<file path="src/rtl/z85_pkg.sv">
// Shared constants, types and lookup tables for the Z85 tuple codec.
`default_nettype none

package z85_pkg;

  // Field widths and lane count
  localparam int Z85_LANES      = 5;
  localparam int Z85_WORD_W     = 32;
  localparam int Z85_CHAR_W     = 8;
  localparam int Z85_DIGIT_W    = 7;
  localparam int Z85_CHAR_CODES = 1 << Z85_CHAR_W;
  localparam int Z85_DIGIT_CODES = 1 << Z85_DIGIT_W;

  // Radix and character range
  localparam int Z85_RADIX      = 85;
  localparam logic [Z85_CHAR_W-1:0] Z85_NO_DIGIT = 8'hFF;
  localparam int Z85_FIRST_CODE = 32;
  localparam int Z85_CODE_SPAN  = 96;

  // Alphabet, first character in the top byte
  localparam logic [Z85_RADIX*Z85_CHAR_W-1:0] Z85_ALPHABET =
    "0123456789abcdefghijklmnopqrstuvwxyzABCDEFGHIJKLMNOPQRSTUVWXYZ.-:+=^!/*?&<>()[]{}@%$#";

  typedef enum logic {
    CMD_ENCODE = 1'b0,
    CMD_DECODE = 1'b1
  } z85_cmd_t;

  // Stage enables for the lane stages and the merge stages
  typedef struct packed {
    logic en1;
    logic en2;
    logic en3;
  } z85_lane_ctl_t;

  typedef struct packed {
    logic en4;
    logic en5;
  } z85_merge_ctl_t;

  typedef logic [Z85_CHAR_W-1:0] z85_dig_tab_t [Z85_CHAR_CODES];
  typedef logic [Z85_CHAR_W-1:0] z85_chr_tab_t [Z85_DIGIT_CODES];

  // 85 to the power n
  function automatic logic [63:0] z85_pow(input int n);
    logic [63:0] p;
    p = 64'd1;
    for (int i = 0; i < n; i++) begin
      p = p * 64'(Z85_RADIX);
    end
    return p;
  endfunction

  // Character code -> digit value, NO_DIGIT outside the alphabet
  function automatic z85_dig_tab_t z85_build_dig();
    z85_dig_tab_t tab;
    logic [Z85_CHAR_W-1:0] code;
    for (int c = 0; c < Z85_CHAR_CODES; c++) begin
      tab[c] = Z85_NO_DIGIT;
    end
    for (int k = 0; k < Z85_RADIX; k++) begin
      code = Z85_ALPHABET[(Z85_RADIX-1-k)*Z85_CHAR_W +: Z85_CHAR_W];
      if (int'(code) >= Z85_FIRST_CODE && int'(code) < Z85_FIRST_CODE + Z85_CODE_SPAN) begin
        tab[code] = Z85_CHAR_W'(k);
      end
    end
    return tab;
  endfunction

  // Digit value -> character code; unused digit codes give zero
  function automatic z85_chr_tab_t z85_build_chr();
    z85_chr_tab_t tab;
    for (int d = 0; d < Z85_DIGIT_CODES; d++) begin
      if (d < Z85_RADIX) begin
        tab[d] = Z85_ALPHABET[(Z85_RADIX-1-d)*Z85_CHAR_W +: Z85_CHAR_W];
      end else begin
        tab[d] = '0;
      end
    end
    return tab;
  endfunction

  localparam z85_dig_tab_t Z85_DIGIT_TAB = z85_build_dig();
  localparam z85_chr_tab_t Z85_CHAR_TAB  = z85_build_chr();

endpackage

`default_nettype wire

</file>
<file path="src/rtl/z85_lane.sv">
// One Z85 lane: quotient by 85^k for encode, weighted digit for decode.
`default_nettype none

module z85_lane #(
  parameter int LANE_IDX = 0
) (
  input  logic                             clk,
  input  z85_pkg::z85_lane_ctl_t           ctl,
  input  logic [z85_pkg::Z85_WORD_W-1:0]   data_word,
  input  logic [z85_pkg::Z85_CHAR_W-1:0]   code,
  output logic [z85_pkg::Z85_WORD_W-1:0]   quot,
  output logic [z85_pkg::Z85_WORD_W-1:0]   term,
  output logic                             bad
);
  import z85_pkg::*;

  localparam logic [63:0] DIVISOR = z85_pow(LANE_IDX);
  localparam int          SHIFT_L = $clog2(DIVISOR + 64'd1) - 1;
  localparam logic [63:0] RECIP   = (64'd1 << (Z85_WORD_W + SHIFT_L)) / DIVISOR;
  localparam logic [Z85_WORD_W-1:0] DIV_W  = DIVISOR[Z85_WORD_W-1:0];
  localparam logic [Z85_WORD_W-1:0] WEIGHT = DIVISOR[Z85_WORD_W-1:0];

  // Decode side: digit lookup and weight, wraps modulo 2^32
  logic [Z85_CHAR_W-1:0]  dig;
  logic [Z85_DIGIT_W-1:0] dig_val;
  logic                   bad1_nxt;
  logic [Z85_WORD_W-1:0]  term1_nxt;
  logic [Z85_WORD_W-1:0]  term1_r, term2_r, term3_r;
  logic                   bad1_r, bad2_r, bad3_r;

  assign dig       = Z85_DIGIT_TAB[code];
  assign bad1_nxt  = (dig == Z85_NO_DIGIT);
  assign dig_val   = bad1_nxt ? '0 : dig[Z85_DIGIT_W-1:0];
  assign term1_nxt = Z85_WORD_W'(dig_val) * WEIGHT;

  always_ff @(posedge clk) begin
    if (ctl.en1) begin
      term1_r <= term1_nxt;
      bad1_r  <= bad1_nxt;
    end
    if (ctl.en2) begin
      term2_r <= term1_r;
      bad2_r  <= bad1_r;
    end
    if (ctl.en3) begin
      term3_r <= term2_r;
      bad3_r  <= bad2_r;
    end
  end

  assign term = term3_r;
  assign bad  = bad3_r;

  // Encode side: floor(data_word / 85^k)
  generate
    if (LANE_IDX == 0) begin : g_pass
      logic [Z85_WORD_W-1:0] word1_r, word2_r, word3_r;

      always_ff @(posedge clk) begin
        if (ctl.en1) word1_r <= data_word;
        if (ctl.en2) word2_r <= word1_r;
        if (ctl.en3) word3_r <= word2_r;
      end

      assign quot = word3_r;
    end else begin : g_div
      logic [2*Z85_WORD_W-1:0] prod1_r;
      logic [Z85_WORD_W-1:0]   word1_r, word2_r;
      logic [Z85_WORD_W-1:0]   qest2_nxt, qest2_r;
      logic [Z85_WORD_W-1:0]   rem;
      logic [Z85_WORD_W-1:0]   quot3_nxt, quot3_r;

      // Reciprocal estimate, low by at most one
      assign qest2_nxt = Z85_WORD_W'(prod1_r >> (Z85_WORD_W + SHIFT_L));

      // One compare-and-add correction
      assign rem       = word2_r - qest2_r * DIV_W;
      assign quot3_nxt = qest2_r + Z85_WORD_W'(rem >= DIV_W);

      always_ff @(posedge clk) begin
        if (ctl.en1) begin
          prod1_r <= (2*Z85_WORD_W)'(data_word) * (2*Z85_WORD_W)'(RECIP[Z85_WORD_W-1:0]);
          word1_r <= data_word;
        end
        if (ctl.en2) begin
          qest2_r <= qest2_nxt;
          word2_r <= word1_r;
        end
        if (ctl.en3) begin
          quot3_r <= quot3_nxt;
        end
      end

      assign quot = quot3_r;
    end
  endgenerate

endmodule

`default_nettype wire

</file>
<file path="config.mk">
export PLATFORM = sky130hd
export DESIGN_NAME = z85_lane
export DESIGN_NICKNAME = d
export VERILOG_FILES = /design/src/rtl/z85_pkg.sv /design/src/rtl/z85_lane.sv
export SDC_FILE = /design/constraint.sdc
export NUM_CORES = 1
export LEC_CHECK = 0
export BUFFER_PORTS_ARGS = -buffer_cell sky130_fd_sc_hd__buf_4
export CAP_MARGIN = 20
export CORE_UTILIZATION = 54
export DETAILED_ROUTE_END_ITERATION = 6
export GPL_TIMING_DRIVEN = 0
export PLACE_DENSITY = 0.85
export SLEW_MARGIN = 20
export SYNTH_ARGS = -nofsm -noshare
export SYNTH_HDL_FRONTEND = slang
export SYNTH_SLANG_ARGS = --single-unit
</file>
<file path="constraint.sdc">
create_clock -name clk -period 2.84 [get_ports clk]
set_clock_uncertainty 0.1 [all_clocks]
set_input_delay 0.426 -clock clk [delete_from_list [all_inputs] [get_ports clk]]
set_output_delay 0.426 -clock clk [all_outputs]
set_load 0.03 [all_outputs]
</file>
==> results.txt <==
----------------------------------------------------
[Min path]
  Hold Crit Class ... primary input to flip-flop
  Number of cells on the worst hold path ... 3
  Min-Delay Startpoint ... code[7]
  End point of the most critical hold path ... term1_r[6]

[Floorplan]
  Core outline area ... 8760 um^2
  Die outline width ... 97.1 um
  Count of pins on the block boundary ... 109
  Number of rows in the core area ... 34
  DIE AREA ... 9440 um^2
  Overall die height ... 97.1 um
  Initial core utilization ... 0.558

[Route]
  Length of routed wiring on met1 ... 4740 um
  Total length of routed met3 wires ... 1280 um
  Total Routed Length ... 12700 um
  Drt pass-1 iters ... 5
  Routed vias/inst ... 5.62
  Detailed route wirelength on metal2 ... 6170 um
  Wire length per cell after detailed routing ... 22.1 um
  Uppermost metal layer occupied by signal nets ... met4
  Remaining antenna violation count ... 0
  Initial DRC count ... 367
  Total number of vias ... 3235
  DRC Markers ... 0

[Timing]
  Slew margin rel. ... 0.594
  Min Clock Period, post-route ... 2520 ps
  Maximum achievable frequency ... 0.397 GHz
  Unrepaired setup endpoints after global routing ... no
  Hold Fails Final Rpt ... 0
  Setup-failing EPs final ... 0
  Final cycle utilization of the critical path ... 0.887
  Max Transition Viols Final ... 0
  Setup_tns ... 0 ps
  Transition at the pin with the smallest max-transition slack ... 609 ps

[Critical path]
  Worst-path fanout max ... 10
  Critical Path Source Type ... primary input
  Critical path data arrival time ... 2690 ps
  FF-to-FF End ... g_pass.word2_r[10]
  Register-to-Register Setup Slack ... 2010 ps
  CP endpoint kind ... flip-flop
  Worst setup path class ... primary input to flip-flop
  Crit path required time ... 3020 ps
  Worst Reg-to-Reg Cells ... 0
  Startpoint of the worst register-to-register path ... g_pass.word1_r[10]

[Run]
  Maxcap violations ... 0

[Placement]
  Placed Area ... 5720 um^2
  Input/output buffers ... 81
  DPL Wire Length ... 6850 um
  Final weighted congestion in routability-driven placement ... 0.968

[Clock network]
  Post-CTS setup-driven buffer insertion count ... 0
  Maximum count of clock buffers along a single path ... 2
  Clock H-tree levels ... 4
  Number of clock sinks ... 120
  CTS tree ... done
  Clock tree root driver cell ... sky130_fd_sc_hd__clkbuf_8
  Reg clk slew, reported paths ... 60 ps
  Num CTS Buffers ... 17
  Clk_lat worst skew ... 530 ps

[Yosys]
  Synthesized cell area ... 4890 um^2
  Biggest area contributors in the synthesized netlist ... sky130_fd_sc_hd__edfxtp_1 (74%), sky130_fd_sc_hd__buf_4 (4.1%), sky130_fd_sc_hd__ha_1 (1.8%)
  Number of storage elements in the synthesis netlist ... 120
  Number of flops mapped to enable cells by yosys ... 120
  Synthesized instance count ... 299
  Most instantiated library cell after synthesis ... sky130_fd_sc_hd__edfxtp_1
  Total of warnings raised by yosys ... 0
  Post-Syn Area per Cell ... 16.3 um^2
  Top cell type's share of synthesized area ... 0.737
  Sequential fraction of the synthesis area ... 0.737
  Yosys cell types ... 58
  Top post-synthesis cells by count ... sky130_fd_sc_hd__edfxtp_1 (120), sky130_fd_sc_hd__buf_4 (27), sky130_fd_sc_hd__o21ai_0 (14)
  Async set or reset register ratio after synthesis ... 0
  Main synth FF type ... sky130_fd_sc_hd__edfxtp_1
  Cell type with the highest aggregate area in the netlist ... sky130_fd_sc_hd__edfxtp_1

[Global routing]
  Overall fraction of global-route tracks in use ... 0.285
  Via count of the first global-routing pass ... 3189
  Aggregate global routing overflow ... 0
  Initial antenna violation count ... 0
  Largest net degree at the start of global routing ... 41
  Wire length of the first global-routing pass ... 19300 um

[Layout]
  Fraction of final layout cells sized beyond drive strength 1 ... 0.346
  Layout net count ... 506
  Relative area change from synthesis to final layout ... 35.5%
  Diode count ... 0
  Final std cell area, no fill ... 6620 um^2
  Number of fill cells ... 504
  Post-layout util ... 0.756

[Outcome]
  Status ... completed

[Pwr]
  Highest ir drop seen on vdd ... 0.381 mV
  Total Power Consumption ... 4.83 mW
  Leakage power summed over all cells ... 2.62 nW
  P per Cell Area ... 729 nW/um^2

----------------------------------------------------
## final cells by class
class | count | area (um^2) | share of cell area
clock buffer | 18 | 418 | 0.0631
buffer | 40 | 308 | 0.0465
timing repair buffer | 113 | 928 | 0.140
sequential | 120 | 3600 | 0.544
inverter | 11 | 48.8 | 0.00737
clock inverter | 14 | 164 | 0.0247
multi-input combinational | 152 | 1020 | 0.154
tap | 108 | 135 | 0.0204
## worst max-delay path by stage
stage | start | to | slack, ps | depth (start not counted)
after floorplan | code[1] | bad1_r | 380 | 9
after detailed placement | code[0] | bad1_r | -140 | 10
after global placement | code[0] | bad1_r | -130 | 10
final | code[0] | bad1_r | 320 | 10
after global routing | code[0] | bad1_r | 200 | 10
after CTS | code[0] | term1_r[2] | 400 | 10
## registers in the layout, summed over array words and instances, names as in the netlist
name / count
term: 7
quot: 32
bad: 1
g_pass.word2_r: 32
term2_r: 7
term1_r: 7
g_pass.word1_r: 32
bad2_r: 1
bad1_r: 1
## cells by family (layout without fill, tap and decap cells)
group	count (synthesis)	in the layout	share of synthesized area
AO/OA/AOI/OAI	72	72	0.113
adder cells (fa/ha/maj)	7	7	0.0179
buffers and inverters	51	196	0.0729
flip-flops	120	120	0.737
multiplexers	6	6	0.0125
other	1	25	0.000767
AND/OR/NAND/NOR	42	42	0.0461
## metrics by stage
stage	cells	setup WS [ps]	hold slack (ps)
after floorplan	323	385	300
after global placement	512	-128	300
after detailed placement	512	-141	305
after CTS	576	402	255
after global routing	576	198	301
final	576	321	284
## worst max-delay path: stages
cell and delay [ps]:
sky130_fd_sc_hd__buf_4 170, sky130_fd_sc_hd__inv_1 130, sky130_fd_sc_hd__ha_1 300, sky130_fd_sc_hd__buf_2 210
sky130_fd_sc_hd__inv_1 110, sky130_fd_sc_hd__nand2_1 110, sky130_fd_sc_hd__o21ai_0 80, sky130_fd_sc_hd__a2111oi_0 580
sky130_fd_sc_hd__o221ai_2 310, sky130_fd_sc_hd__and3_1 270
## power by group
part           leakage [nW]  total, mW  internal, mW  switching (mW)
Combinational          1.17      0.532         0.205           0.327
Clock                 0.275       2.13          1.27           0.862
Sequential             1.17       2.16          2.11          0.0501
Total                  2.62       4.83          3.59            1.24
## layer usage
| layer | vias to the layer above | GRT usage |
|---|---|---|
| met1 | 1502 | 0.358 |
| met2 | 252 | 0.452 |
| met4 | 0 | 0.146 |
| met3 | 43 | 0.0827 |
| met5 | - | 0 |
| li1 | 1438 | - |
## cells in the final DEF, fill, tap and decap left out, drive strengths merged, types with 3 or more instances in the layout
master / count
a2111oi: 3
a21oi: 8
a311oi: 3
a31oi: 9
and3: 3
buf: 120
clkbuf: 19
clkinv: 4
clkinvlp: 3
conb: 25
dlygate4sd3: 32
edfxtp: 120
ha: 7
inv: 16
mux2i: 5
nand2: 10
nand2b: 4
nor2: 12
nor3: 4
o21ai: 17
o311ai: 7
## what timing repair did
item / in CTS / in global routing
hold buffers: 32 / 0
hold endpoints to repair: 32 / 0
resized for setup: 0 / 0
(Power assumes the default switching activity.)
