===== src/rtl/z85_pkg.sv =====
// Shared constants, types and lookup tables for the Z85 tuple codec.
`default_nettype none

package z85_pkg;

  // Field widths and lane count
  localparam int Z85_LANES      = 5;
  localparam int Z85_WORD_W     = 32;
  localparam int Z85_CHAR_W     = 8;
  localparam int Z85_DIGIT_W    = 7;
  localparam int Z85_CHAR_CODES = 1 << Z85_CHAR_W;
  localparam int Z85_DIGIT_CODES = 1 << Z85_DIGIT_W;

  // Radix and character range
  localparam int Z85_RADIX      = 85;
  localparam logic [Z85_CHAR_W-1:0] Z85_NO_DIGIT = 8'hFF;
  localparam int Z85_FIRST_CODE = 32;
  localparam int Z85_CODE_SPAN  = 96;

  // Alphabet, first character in the top byte
  localparam logic [Z85_RADIX*Z85_CHAR_W-1:0] Z85_ALPHABET =
    "0123456789abcdefghijklmnopqrstuvwxyzABCDEFGHIJKLMNOPQRSTUVWXYZ.-:+=^!/*?&<>()[]{}@%$#";

  typedef enum logic {
    CMD_ENCODE = 1'b0,
    CMD_DECODE = 1'b1
  } z85_cmd_t;

  // Stage enables for the lane stages and the merge stages
  typedef struct packed {
    logic en1;
    logic en2;
    logic en3;
  } z85_lane_ctl_t;

  typedef struct packed {
    logic en4;
    logic en5;
  } z85_merge_ctl_t;

  typedef logic [Z85_CHAR_W-1:0] z85_dig_tab_t [Z85_CHAR_CODES];
  typedef logic [Z85_CHAR_W-1:0] z85_chr_tab_t [Z85_DIGIT_CODES];

  // 85 to the power n
  function automatic logic [63:0] z85_pow(input int n);
    logic [63:0] p;
    p = 64'd1;
    for (int i = 0; i < n; i++) begin
      p = p * 64'(Z85_RADIX);
    end
    return p;
  endfunction

  // Character code -> digit value, NO_DIGIT outside the alphabet
  function automatic z85_dig_tab_t z85_build_dig();
    z85_dig_tab_t tab;
    logic [Z85_CHAR_W-1:0] code;
    for (int c = 0; c < Z85_CHAR_CODES; c++) begin
      tab[c] = Z85_NO_DIGIT;
    end
    for (int k = 0; k < Z85_RADIX; k++) begin
      code = Z85_ALPHABET[(Z85_RADIX-1-k)*Z85_CHAR_W +: Z85_CHAR_W];
      if (int'(code) >= Z85_FIRST_CODE && int'(code) < Z85_FIRST_CODE + Z85_CODE_SPAN) begin
        tab[code] = Z85_CHAR_W'(k);
      end
    end
    return tab;
  endfunction

  // Digit value -> character code; unused digit codes give zero
  function automatic z85_chr_tab_t z85_build_chr();
    z85_chr_tab_t tab;
    for (int d = 0; d < Z85_DIGIT_CODES; d++) begin
      if (d < Z85_RADIX) begin
        tab[d] = Z85_ALPHABET[(Z85_RADIX-1-d)*Z85_CHAR_W +: Z85_CHAR_W];
      end else begin
        tab[d] = '0;
      end
    end
    return tab;
  endfunction

  localparam z85_dig_tab_t Z85_DIGIT_TAB = z85_build_dig();
  localparam z85_chr_tab_t Z85_CHAR_TAB  = z85_build_chr();

endpackage

`default_nettype wire


===== src/rtl/z85_merge.sv =====
// Merge stages: digits and characters for encode, summed word for decode.
`default_nettype none

module z85_merge (
  input  logic                             clk,
  input  z85_pkg::z85_merge_ctl_t          ctl,
  input  logic                             cmd,
  input  logic [z85_pkg::Z85_WORD_W-1:0]   quot [z85_pkg::Z85_LANES],
  input  logic [z85_pkg::Z85_WORD_W-1:0]   term [z85_pkg::Z85_LANES],
  input  logic                             bad  [z85_pkg::Z85_LANES],
  output logic [z85_pkg::Z85_WORD_W-1:0]   result_word,
  output logic [z85_pkg::Z85_CHAR_W-1:0]   chars [z85_pkg::Z85_LANES],
  output logic                             bad_char
);
  import z85_pkg::*;

  logic [Z85_WORD_W-1:0]  diff [Z85_LANES];
  logic [Z85_DIGIT_W-1:0] digit4_r [Z85_LANES];
  logic [Z85_WORD_W-1:0]  s01_nxt, s23_nxt;
  logic [Z85_WORD_W-1:0]  s01_r, s23_r, t4_r;
  logic                   bad4_nxt, bad4_r;
  logic                   cmd4_r;
  logic [Z85_WORD_W-1:0]  word5_nxt, word5_r;
  logic                   bad5_r;
  logic [Z85_CHAR_W-1:0]  char5_r [Z85_LANES];

  // Digit k = q_k - 85 * q_(k+1); the top quotient is already a digit
  always_comb begin
    for (int k = 0; k < Z85_LANES; k++) begin
      if (k == Z85_LANES - 1) begin
        diff[k] = quot[k];
      end else begin
        diff[k] = quot[k] - quot[k+1] * Z85_WORD_W'(Z85_RADIX);
      end
    end
  end

  // Decode: first level of the term adder tree
  assign s01_nxt  = term[0] + term[1];
  assign s23_nxt  = term[2] + term[3];
  assign bad4_nxt = bad[0] | bad[1] | bad[2] | bad[3] | bad[4];

  always_ff @(posedge clk) begin
    if (ctl.en4) begin
      for (int k = 0; k < Z85_LANES; k++) begin
        digit4_r[k] <= diff[k][Z85_DIGIT_W-1:0];
      end
      s01_r  <= s01_nxt;
      s23_r  <= s23_nxt;
      t4_r   <= term[4];
      bad4_r <= bad4_nxt;
      cmd4_r <= cmd;
    end
  end

  // Output register; unused side of the result reads as zero
  assign word5_nxt = s01_r + s23_r + t4_r;

  always_ff @(posedge clk) begin
    if (ctl.en5) begin
      word5_r <= (cmd4_r == CMD_DECODE && !bad4_r) ? word5_nxt : '0;
      bad5_r  <= (cmd4_r == CMD_DECODE) && bad4_r;
      for (int j = 0; j < Z85_LANES; j++) begin
        char5_r[j] <= (cmd4_r == CMD_ENCODE) ? Z85_CHAR_TAB[digit4_r[Z85_LANES-1-j]] : '0;
      end
    end
  end

  assign result_word = word5_r;
  assign chars       = char5_r;
  assign bad_char    = bad5_r;

endmodule

`default_nettype wire


===== config.mk =====
export PLATFORM = sky130hd
export DESIGN_NAME = z85_merge
export DESIGN_NICKNAME = d
export VERILOG_FILES = /design/src/rtl/z85_pkg.sv /design/src/rtl/z85_merge.sv
export SDC_FILE = /design/constraint.sdc
export NUM_CORES = 1
export LEC_CHECK = 0
export BUFFER_PORTS_ARGS = -buffer_cell sky130_fd_sc_hd__buf_4
export CAP_MARGIN = 20
export CORE_MARGIN = 2
export CORE_UTILIZATION = 45
export CTS_CLUSTER_SIZE = 10
export DETAILED_ROUTE_END_ITERATION = 8
export GPL_ROUTABILITY_DRIVEN = 1
export GPL_TIMING_DRIVEN = 1
export MAX_ROUTING_LAYER = met4
export PLACE_DENSITY_LB_ADDON = 0.1
export SLEW_MARGIN = 20
export SYNTH_ARGS = -nofsm -noshare
export SYNTH_HDL_FRONTEND = slang
export SYNTH_SLANG_ARGS = --single-unit

===== constraint.sdc =====
create_clock -name clk -period 4.36 [get_ports clk]
set_clock_uncertainty 0.15 [all_clocks]
set_input_delay 0.218 -clock clk [delete_from_list [all_inputs] [get_ports clk]]
set_output_delay 0.218 -clock clk [all_outputs]
set_load 0.005 [all_outputs]

==> results of run 1 <==
metrics by stage:
step,std cells,hold slack (ps),setup slack (ps),area (sq um),power (mW)
final,2653,43.51,389.2,21400,9.567
after global routing,2653,38.10,241.5,21400,10.37
after CTS,2652,19.95,428.8,21400,9.617
after detailed placement,2552,247.9,440.1,20050,7.697
after global placement,2552,247.4,486.3,20050,7.618
after floorplan,1857,166.9,940.0,17720,6.448
registers in the layout, summed over array words and instances (netlist names):
signal / flops
chars: 35
digit4_r: 35
result_word: 32
s01_r: 32
s23_r: 32
t4_r: 32
bad4_r: 1
bad_char: 1
cmd4_r: 1
final cells by class:
class / count / area share (%)
clock buffers: 28 / 2.976
inverters: 110 / 1.929
diodes: 1 / 0.01169
flip-flops and latches: 201 / 28.20
well taps: 518 / 3.028
multi-input cells: 1448 / 50.87
repair buffers: 341 / 12.75
clock inverters: 6 / 0.2397
power groups by stage:
stage | combinational [mW] | sequential (mW) | clock [mW]
after floorplan | 3.59 | 2.86 | 0
after global placement | 4.39 | 3.23 | 0
after detailed placement | 4.45 | 3.25 | 0
after CTS | 4.54 | 3.21 | 1.87
after global routing | 5.13 | 3.29 | 1.95
final | 4.54 | 3.22 | 1.81
cell families after synthesis:
group | synth area share (%)
buffers and inverters | 4.536
XOR/XNOR | 7.172
multiplexers | 1.307
flip-flops | 34.08
AND/OR/NAND/NOR | 11.92
AO/OA/AOI/OAI | 20.53
adder cells (fa/ha/maj) | 20.43
other | 0.02118
routing by layer:
metal  share of wire, %  up-vias  routed length (microns)  GRT usage (%)
li1                   -     7267                        -              -
met1                 44     6791                    18640          26.69
met2                 49      423                    20980          35.57
met3                4.3       66                     1828          1.806
met4                2.6        0                     1107          6.543
met5                  0        -                        0              -
cells in the mapped netlist, drive strengths merged (15+ instances only):
cell type / n
fa: 57
clkbuf: 88
a211oi: 32
edfxtp: 201
nor2b: 20
nand2b: 22
ha: 198
nand3: 26
xor2: 48
a21o: 53
a31oi: 20
nor2: 160
o21ai: 134
a21oi: 170
o21bai: 15
inv: 107
o21a: 19
and3: 16
nand2: 132
nand4: 17
xnor2: 97
nor3: 39
worst max-delay path: cells and delay by family (launching register included):
kind	cells	cell delay (ps)
adders and majority gates	3	1110
muxes	1	220
AOI/OAI and AO/OA	7	1810
DFF	1	400
worst paths after layout:
| kind | slack (ps) | start | to | cells after the start |
|---|---|---|---|---|
| worst max register to register | 390 | s01_r[1] | result_word[31] | 11 |
| worst min register to register | 430 | bad4_r | bad_char | 1 |
| worst min-delay path | 40 | term[67] | s23_r[3] | 3 |
| worst max-delay path | 390 | s01_r[1] | result_word[31] | 11 |
==> results.md, run 1 <==
* Outcome: complete, no violations
* Synth top area share at 34.08%
* Final setup viols at 0
* #FFs+latches synth at 201
* Routed vias at 14.55k
* # fillers at 3509
* Gate power share at 47.5%
* Clock Sinks at 201
* CTS Hold Bufs at 66
* Fin crit share at 91.07%
* FF+latch area at 6036 sq um
* H-tree depth at 1
* TritonRoute pass-1 iters at 5
* Syn Inst Count at 1853
* Chip width at 202.4 microns
* CP cell instances: fa_1 -> ha_1 -> fa_1 -> a21o_1 -> a221oi_1 -> o31ai_1 -> a31oi_2 -> o211ai_1 -> o221ai_1 -> mux2i_1 -> o21ai_0
* Vias in the first global route at 14.14k
* Clk buf depth at 3
* First DRT Iteration DRCs at 842
* CTS tree: built
* Remaining Overflow, GRT at 0
* Syn avg cell area at 9.557 sq um
* P_int at 5.869 mW
* Cell area after synthesis at 17710 sq um
* Clock Power Share at 18.9%
* Sw Ratio at 38.65%
* Crit path arrival time at 4070 ps
* Final Max Tran Viols at 0
* CP most frequent cell: fa_1
* Crit end category: register
* DRT Wirelength at 42.55 mm
* First-pass GRT wire length at 68.99 mm
* Std cell rows at 72
* Pin count of the biggest net entering global routing at 103
* Ports at 402
* Sequential fraction of the synthesis area at 34.08%
* Slew HR at 38.80%
* Gp weighted congestion at 0.9385
* Post-layout nets at 2711
* Starting Density at 45.71%
* Startpoint Class: register
* Yosys cell types at 80
* PD cells at 447.0 nW/um^2
* Area leader, netlist: edfxtp_1
* Fin Setup TNS at 0 ps
* Least-Margin Pin Slew at 917.9 ps
* Clk Latency, worst-skew pair at 530 ps
* Final min period at 3971 ps
* Hold Fails Final Rpt at 0
* Top_reg_cell synth: edfxtp_1
* CTS buffer count at 25
* VDD IR max at 0.0003014 V
* Synth warn at 0
* Area contributors post-synth: edfxtp_1 34%, ha_1 14%, fa_1 6.4%, xnor2_1 4.8%, a21oi_1 4.7%
* Crit-path max cell delay at 480 ps
* Worst path required time at 4460 ps
* Highest net fanout along the worst path at 3
* Max Cap Violations at 0
* Routed WL per cell at 16.04 microns
* Total Routing Usage GR at 20.99%
* Die H at 202.4 microns
* Clk pin slew, worst setup/hold paths at 50 ps
* Area grow syn2layout at 20.86%
* Cts repair resizes at 0
* Initial antenna violation count at 1
* Multi-input logic area at 10890 sq um
* Fmax at 0.2518 GHz
* Buffer count from post-CTS setup fixing at 0
* Commonest non-fill, non-tap cell in the layout: buf_4
* Switch Pwr at 3.698 mW
* Routed Antenna Nets at 0
* Async S/R FF share, synth at 0%
* Critical path class: register to register
* Total die area at 40950 sq um
* HPWL Detailed at 32.63 mm
* HP Class: input pin to register
* Fin util at 55.25%
* RSZ-0062 raised after global routing: no
* Number of synthesized flops with an enable pin at 201
* Root buffer cell: clkbuf_16
* Via density at 5.483
* Core ar. at 38740 sq um
* Number of port buffers at 271
* Commonest cells after routing, fill and taps aside: 274 x buf_4, 201 x edfxtp_1, 198 x ha_1
* Seq pwr share at 33.6%
* Residual DRC at 0
* Max stage delay cell, worst path: fa_1
* Leakage power at 9.049 nW
* Layout cell share with drive strength beyond 1 at 15.79%
Power figures use the tool's default switching activity.
==> inputs of run 2 (changes only) <==
- CORE_UTILIZATION: 45 -> 56
==> results.md, run 2 (synthesized netlist as in run 1, its figures left out) <==
* Residual DRC at 0
* Multi-input logic area at 10880 sq um
* Startpoint Class: register
* Worst path required time at 4430 ps
* # fillers at 2455
* Die H at 181.8 microns
* HPWL Detailed at 32.53 mm
* HP Class: input pin to register
* Fin crit share at 92.99%
* Clk Latency, worst-skew pair at 520 ps
* Area after DPL at 19890 sq um
* Final min period at 4055 ps
* WHS Path Cells at 1
* Area grow syn2layout at 20.05%
* Critical path class: register to register
* Post-layout nets at 2708
* Slew HR at 28.55%
* Vias in the first global route at 14.32k
* Setup WS pre-CTS at 377.7 ps
* Core ar. at 31310 sq um
* Chip width at 181.8 microns
* Clock Sinks at 201
* Gp weighted congestion at 0.9729
* VDD IR max at 0.0002874 V
* Starting Density at 56.56%
* Highest net fanout along the worst path at 3
* CTS tree: built
* Crit path arrival time at 4120 ps
* FF+latch area at 6036 sq um
* Clk pin slew, worst setup/hold paths at 50 ps
* RSZ-0062 raised after global routing: no
* Pin count of the biggest net entering global routing at 69
* Fin Setup TNS at 0 ps
* Total die area at 33060 sq um
* Initial antenna violation count at 1
* Worst hold endpoint: s01_r[3]
* Least-Margin Pin Slew at 1072 ps
* Root buffer cell: clkbuf_16
* PD cells at 454.3 nW/um^2
* CTS buffer count at 25
* Commonest non-fill, non-tap cell in the layout: buf_4
* Fmax at 0.2466 GHz
* Leakage power at 9.047 nW
* PnR worst setup slack at 305.4 ps
* Ports at 402
* Clk buf depth at 3
* Final Cell Area at 21260 sq um
* Reg2reg path depth at 11
* First-pass GRT wire length at 69.44 mm
* Final setup viols at 0
* Std cell rows at 65
* Remaining Overflow, GRT at 0
* Layout cell share with drive strength beyond 1 at 15.76%
* Cts repair resizes at 0
* Routed vias at 14.74k
* H-tree depth at 1
* Commonest cells after routing, fill and taps aside: 274 x buf_4, 201 x edfxtp_1, 198 x ha_1
* DRT Wirelength at 42.74 mm
* Reg2reg setup slack at 310 ps
* TritonRoute pass-1 iters at 5
* Routed Antenna Nets at 0
* Hold Fails Final Rpt at 0
* Outcome: complete, no violations
* Routed WL per cell at 16.86 microns
* Number of port buffers at 271
* Max Cap Violations at 0
* Critical R2R Capture: result_word[31]
* Final Max Tran Viols at 0
* Crit end category: register
* Via density at 5.813
* Reg2Reg Launch Point: s01_r[1]
* Start point of the worst min-delay path: ctl[1]
* Total Routing Usage GR at 26.30%
* First DRT Iteration DRCs at 901
[run 2: how the worst max path moves through the flow]
stage,startpoint,to,slack (ps),depth (start not counted)
6_report,s01_r[1],result_word[31],310,11
4_1_cts,s01_r[1],result_word[31],390,11
3_5_place_dp,s01_r[1],result_word[31],380,11
5_1_grt,s01_r[1],result_word[31],200,11
3_3_place_gp,s01_r[1],result_word[31],530,11
2_1_floorplan,s01_r[1],result_word[31],940,11
[run 2: routing by layer]
metal	global-route usage, %	vias up	part of all wire [%]
met5	-	-	0
met4	7.089	0	2.5
met3	2.367	67	5.5
met2	45.13	508	49
met1	33.54	6880	43
li1	-	7282	-
[run 2: timing repair]
item                                   in CTS  in global routing
buffers inserted                            0                  0
endpoints found under the hold margin      51                  0
hold buffers                               63                  0
[run 2: layout make-up]
cell class	instances	share of cell area, %
Multi-Input combinational cell	1448	51.20
Sequential cell	201	28.39
Timing Repair Buffer	338	12.71
Clock buffer	31	3.049
Tap cell	402	2.366
Inverter	110	1.942
Clock inverter	4	0.3237
Antenna cell	1	0.01177
[run 2: per-stage QoR]
step | instances | power [mW] | utilization (%) | hold WS, ps
5_1_grt | 2535 | 10.40 | 67.89 | 34.87
3_3_place_gp | 2435 | 7.605 | 63.53 | 247.0
4_1_cts | 2533 | 9.653 | 67.84 | 23.12
6_report | 2535 | 9.658 | 67.89 | 29.59
3_5_place_dp | 2435 | 7.693 | 63.53 | 247.8
2_1_floorplan | 1857 | 6.448 | - | 166.9
[run 2: critical path, cell delays in order, from the launching register on]
cell      delay, ps
edfxtp_1        400
fa_1            500
ha_1            220
fa_1            400
a21o_1          220
a221oi_1        460
o31ai_1         200
a31oi_2         360
o211ai_1        210
o221ai_1        310
mux2i_1         230
o21ai_0         110
[run 2: power breakdown]
| part | internal, mW | total (mW) | switching, mW |
|---|---|---|---|
| logic | 2.14 | 4.55 | 2.41 |
| clock network | 1.14 | 1.87 | 0.731 |
| registers | 2.66 | 3.24 | 0.579 |
==> inputs of run 3 (changes only) <==
- CORE_ASPECT_RATIO: unset -> 0.7
==> results.md, run 3 (synthesized netlist as in run 1, its figures left out) <==
* Ports at 402
* Layout cell share with drive strength beyond 1 at 15.89%
* Area grow syn2layout at 19.95%
* Residual DRC at 0
* Clk pin slew, worst setup/hold paths at 50 ps
* HPWL Detailed at 34.22 mm
* Area after DPL at 19930 sq um
* VDD IR max at 0.0003273 V
* Fin crit share at 90.57%
* Slew HR at 36.78%
* Routed vias at 15.02k
* TritonRoute pass-1 iters at 5
* Number of port buffers at 271
* Starting Density at 56.85%
* Highest net fanout along the worst path at 3
* Worst path required time at 4460 ps
* Setup WS pre-CTS at 308.3 ps
* Fin util at 68.19%
* Remaining Overflow, GRT at 0
* Startpoint Class: register
* Final Total Pwr at 9.709 mW
* Hold Fails Final Rpt at 0
* CP cell instances: fa_1 -> ha_1 -> fa_1 -> a21o_1 -> a221oi_2 -> o31ai_1 -> a31oi_2 -> o211ai_1 -> o221ai_1 -> mux2i_1 -> o21ai_0
* Core ar. at 31150 sq um
* Chip width at 216.5 microns
* Placed Cells at 2455
* DRT Wirelength at 45.65 mm
* Final Cell Area at 21240 sq um
* Crit end category: register
* Critical path's top delay family: compound AO/OA/AOI/OAI gates
* Std cell rows at 54
* Via density at 5.892
* Critical path class: register to register
* Max Cap Violations at 0
* Fin Setup TNS at 0 ps
* First DRT Iteration DRCs at 1304
* Gp weighted congestion at 0.9270
* Clock Sinks at 201
* PnR worst setup slack at 411.0 ps
* Least-Margin Pin Slew at 948.3 ps
* Worst path bufs/invs at 0
* Die H at 152.8 microns
* HP Class: input pin to register
* Post-Layout Cell Count at 2549
* CTS buffer count at 24
* Max stage delay cell, worst path: fa_1
* Routed Antenna Nets at 0
* Clk buf depth at 3
* Root buffer cell: clkbuf_16
* Final Max Tran Viols at 0
* First-pass GRT wire length at 72.58 mm
* Initial antenna violation count at 2
* Final min period at 3949 ps
* Final setup viols at 0
* PD cells at 457.1 nW/um^2
* CTS tree: built
* Post-layout nets at 2707
* Crit-path max cell delay at 480 ps
* Hold Worst Slack at 16.68 ps
* Crit path arrival time at 4050 ps
* Total Routing Usage GR at 27.82%
* Outcome: complete, no violations
* Commonest non-fill, non-tap cell in the layout: buf_4
* Routed WL per cell at 17.91 microns
* Vias in the first global route at 14.04k
* Commonest cells after routing, fill and taps aside: 276 x buf_4, 201 x edfxtp_1, 198 x ha_1
* Clk Latency, worst-skew pair at 530 ps
* CP most frequent cell: fa_1
* Pin count of the biggest net entering global routing at 69
* Fmax at 0.2532 GHz
* Leakage power at 9.030 nW
* H-tree depth at 1
* Total die area at 33080 sq um
* RSZ-0062 raised after global routing: no
* # fillers at 2436
run 3: cell types whose count changed in the layout (fill, tap and decap cells not counted):
cell           change
bufinv_16          -1
a221oi_1           -1
nand2b_2           +1
a221oi_2           +1
clkinv_2           -1
buf_4              +2
clkbuf_1           -3
diode_2            +1
dlygate4sd3_1      -2
nand2b_1           -1
run 3: routing by layer:
metal | GRT usage, % | routed length, microns | vias to the layer above
li1 | - | - | 7282
met1 | 41.27 | 21640 | 7111
met2 | 39.33 | 19400 | 555
met3 | 4.611 | 3402 | 70
met4 | 7.208 | 1209 | 0
met5 | - | 0 | -
run 3: worst paths after layout:
path / start / to / slack [ps] / cells past startpoint
setup reg to reg: s01_r[1] / result_word[31] / 410 / 11
hold reg to reg: bad4_r / bad_char / 430 / 1
setup / recovery: s01_r[1] / result_word[31] / 410 / 11
hold / removal: term[158] / s01_r[30] / 20 / 3
run 3: what timing repair did:
action | in CTS | in global routing
hold buffers | 61 | 0
endpoints found under the setup margin | 0 | 1
buffers inserted | 0 | 0
gates resized for setup | 0 | 1
endpoints found under the hold margin | 50 | 0
run 3: power by group:
part	switching (mW)	total, mW	leakage (nW)	internal, mW
clock network	0.756	1.83	0.327	1.07
registers	0.573	3.23	2.01	2.66
logic	2.50	4.65	6.69	2.15
total	3.83	9.71	9.03	5.88
run 3: layout make-up:
class	count	area, sq um	share of cell area [%]
multi-input combinational	1448	10890	51.28
timing repair buffer	338	2698	12.70
sequential	201	6036	28.42
inverter	110	412.9	1.944
tap	420	525.5	2.474
antenna	2	5.005	0.02356
clock inverter	2	33.78	0.1590
clock buffer	28	636.9	2.998
run 3: worst reg2reg max path, delay by kind of cell, from the launching register on:
kind	cells	cell delay (ps)
flops	1	390
mux	1	240
compound gates	7	1790
fa+ha+maj	3	1110
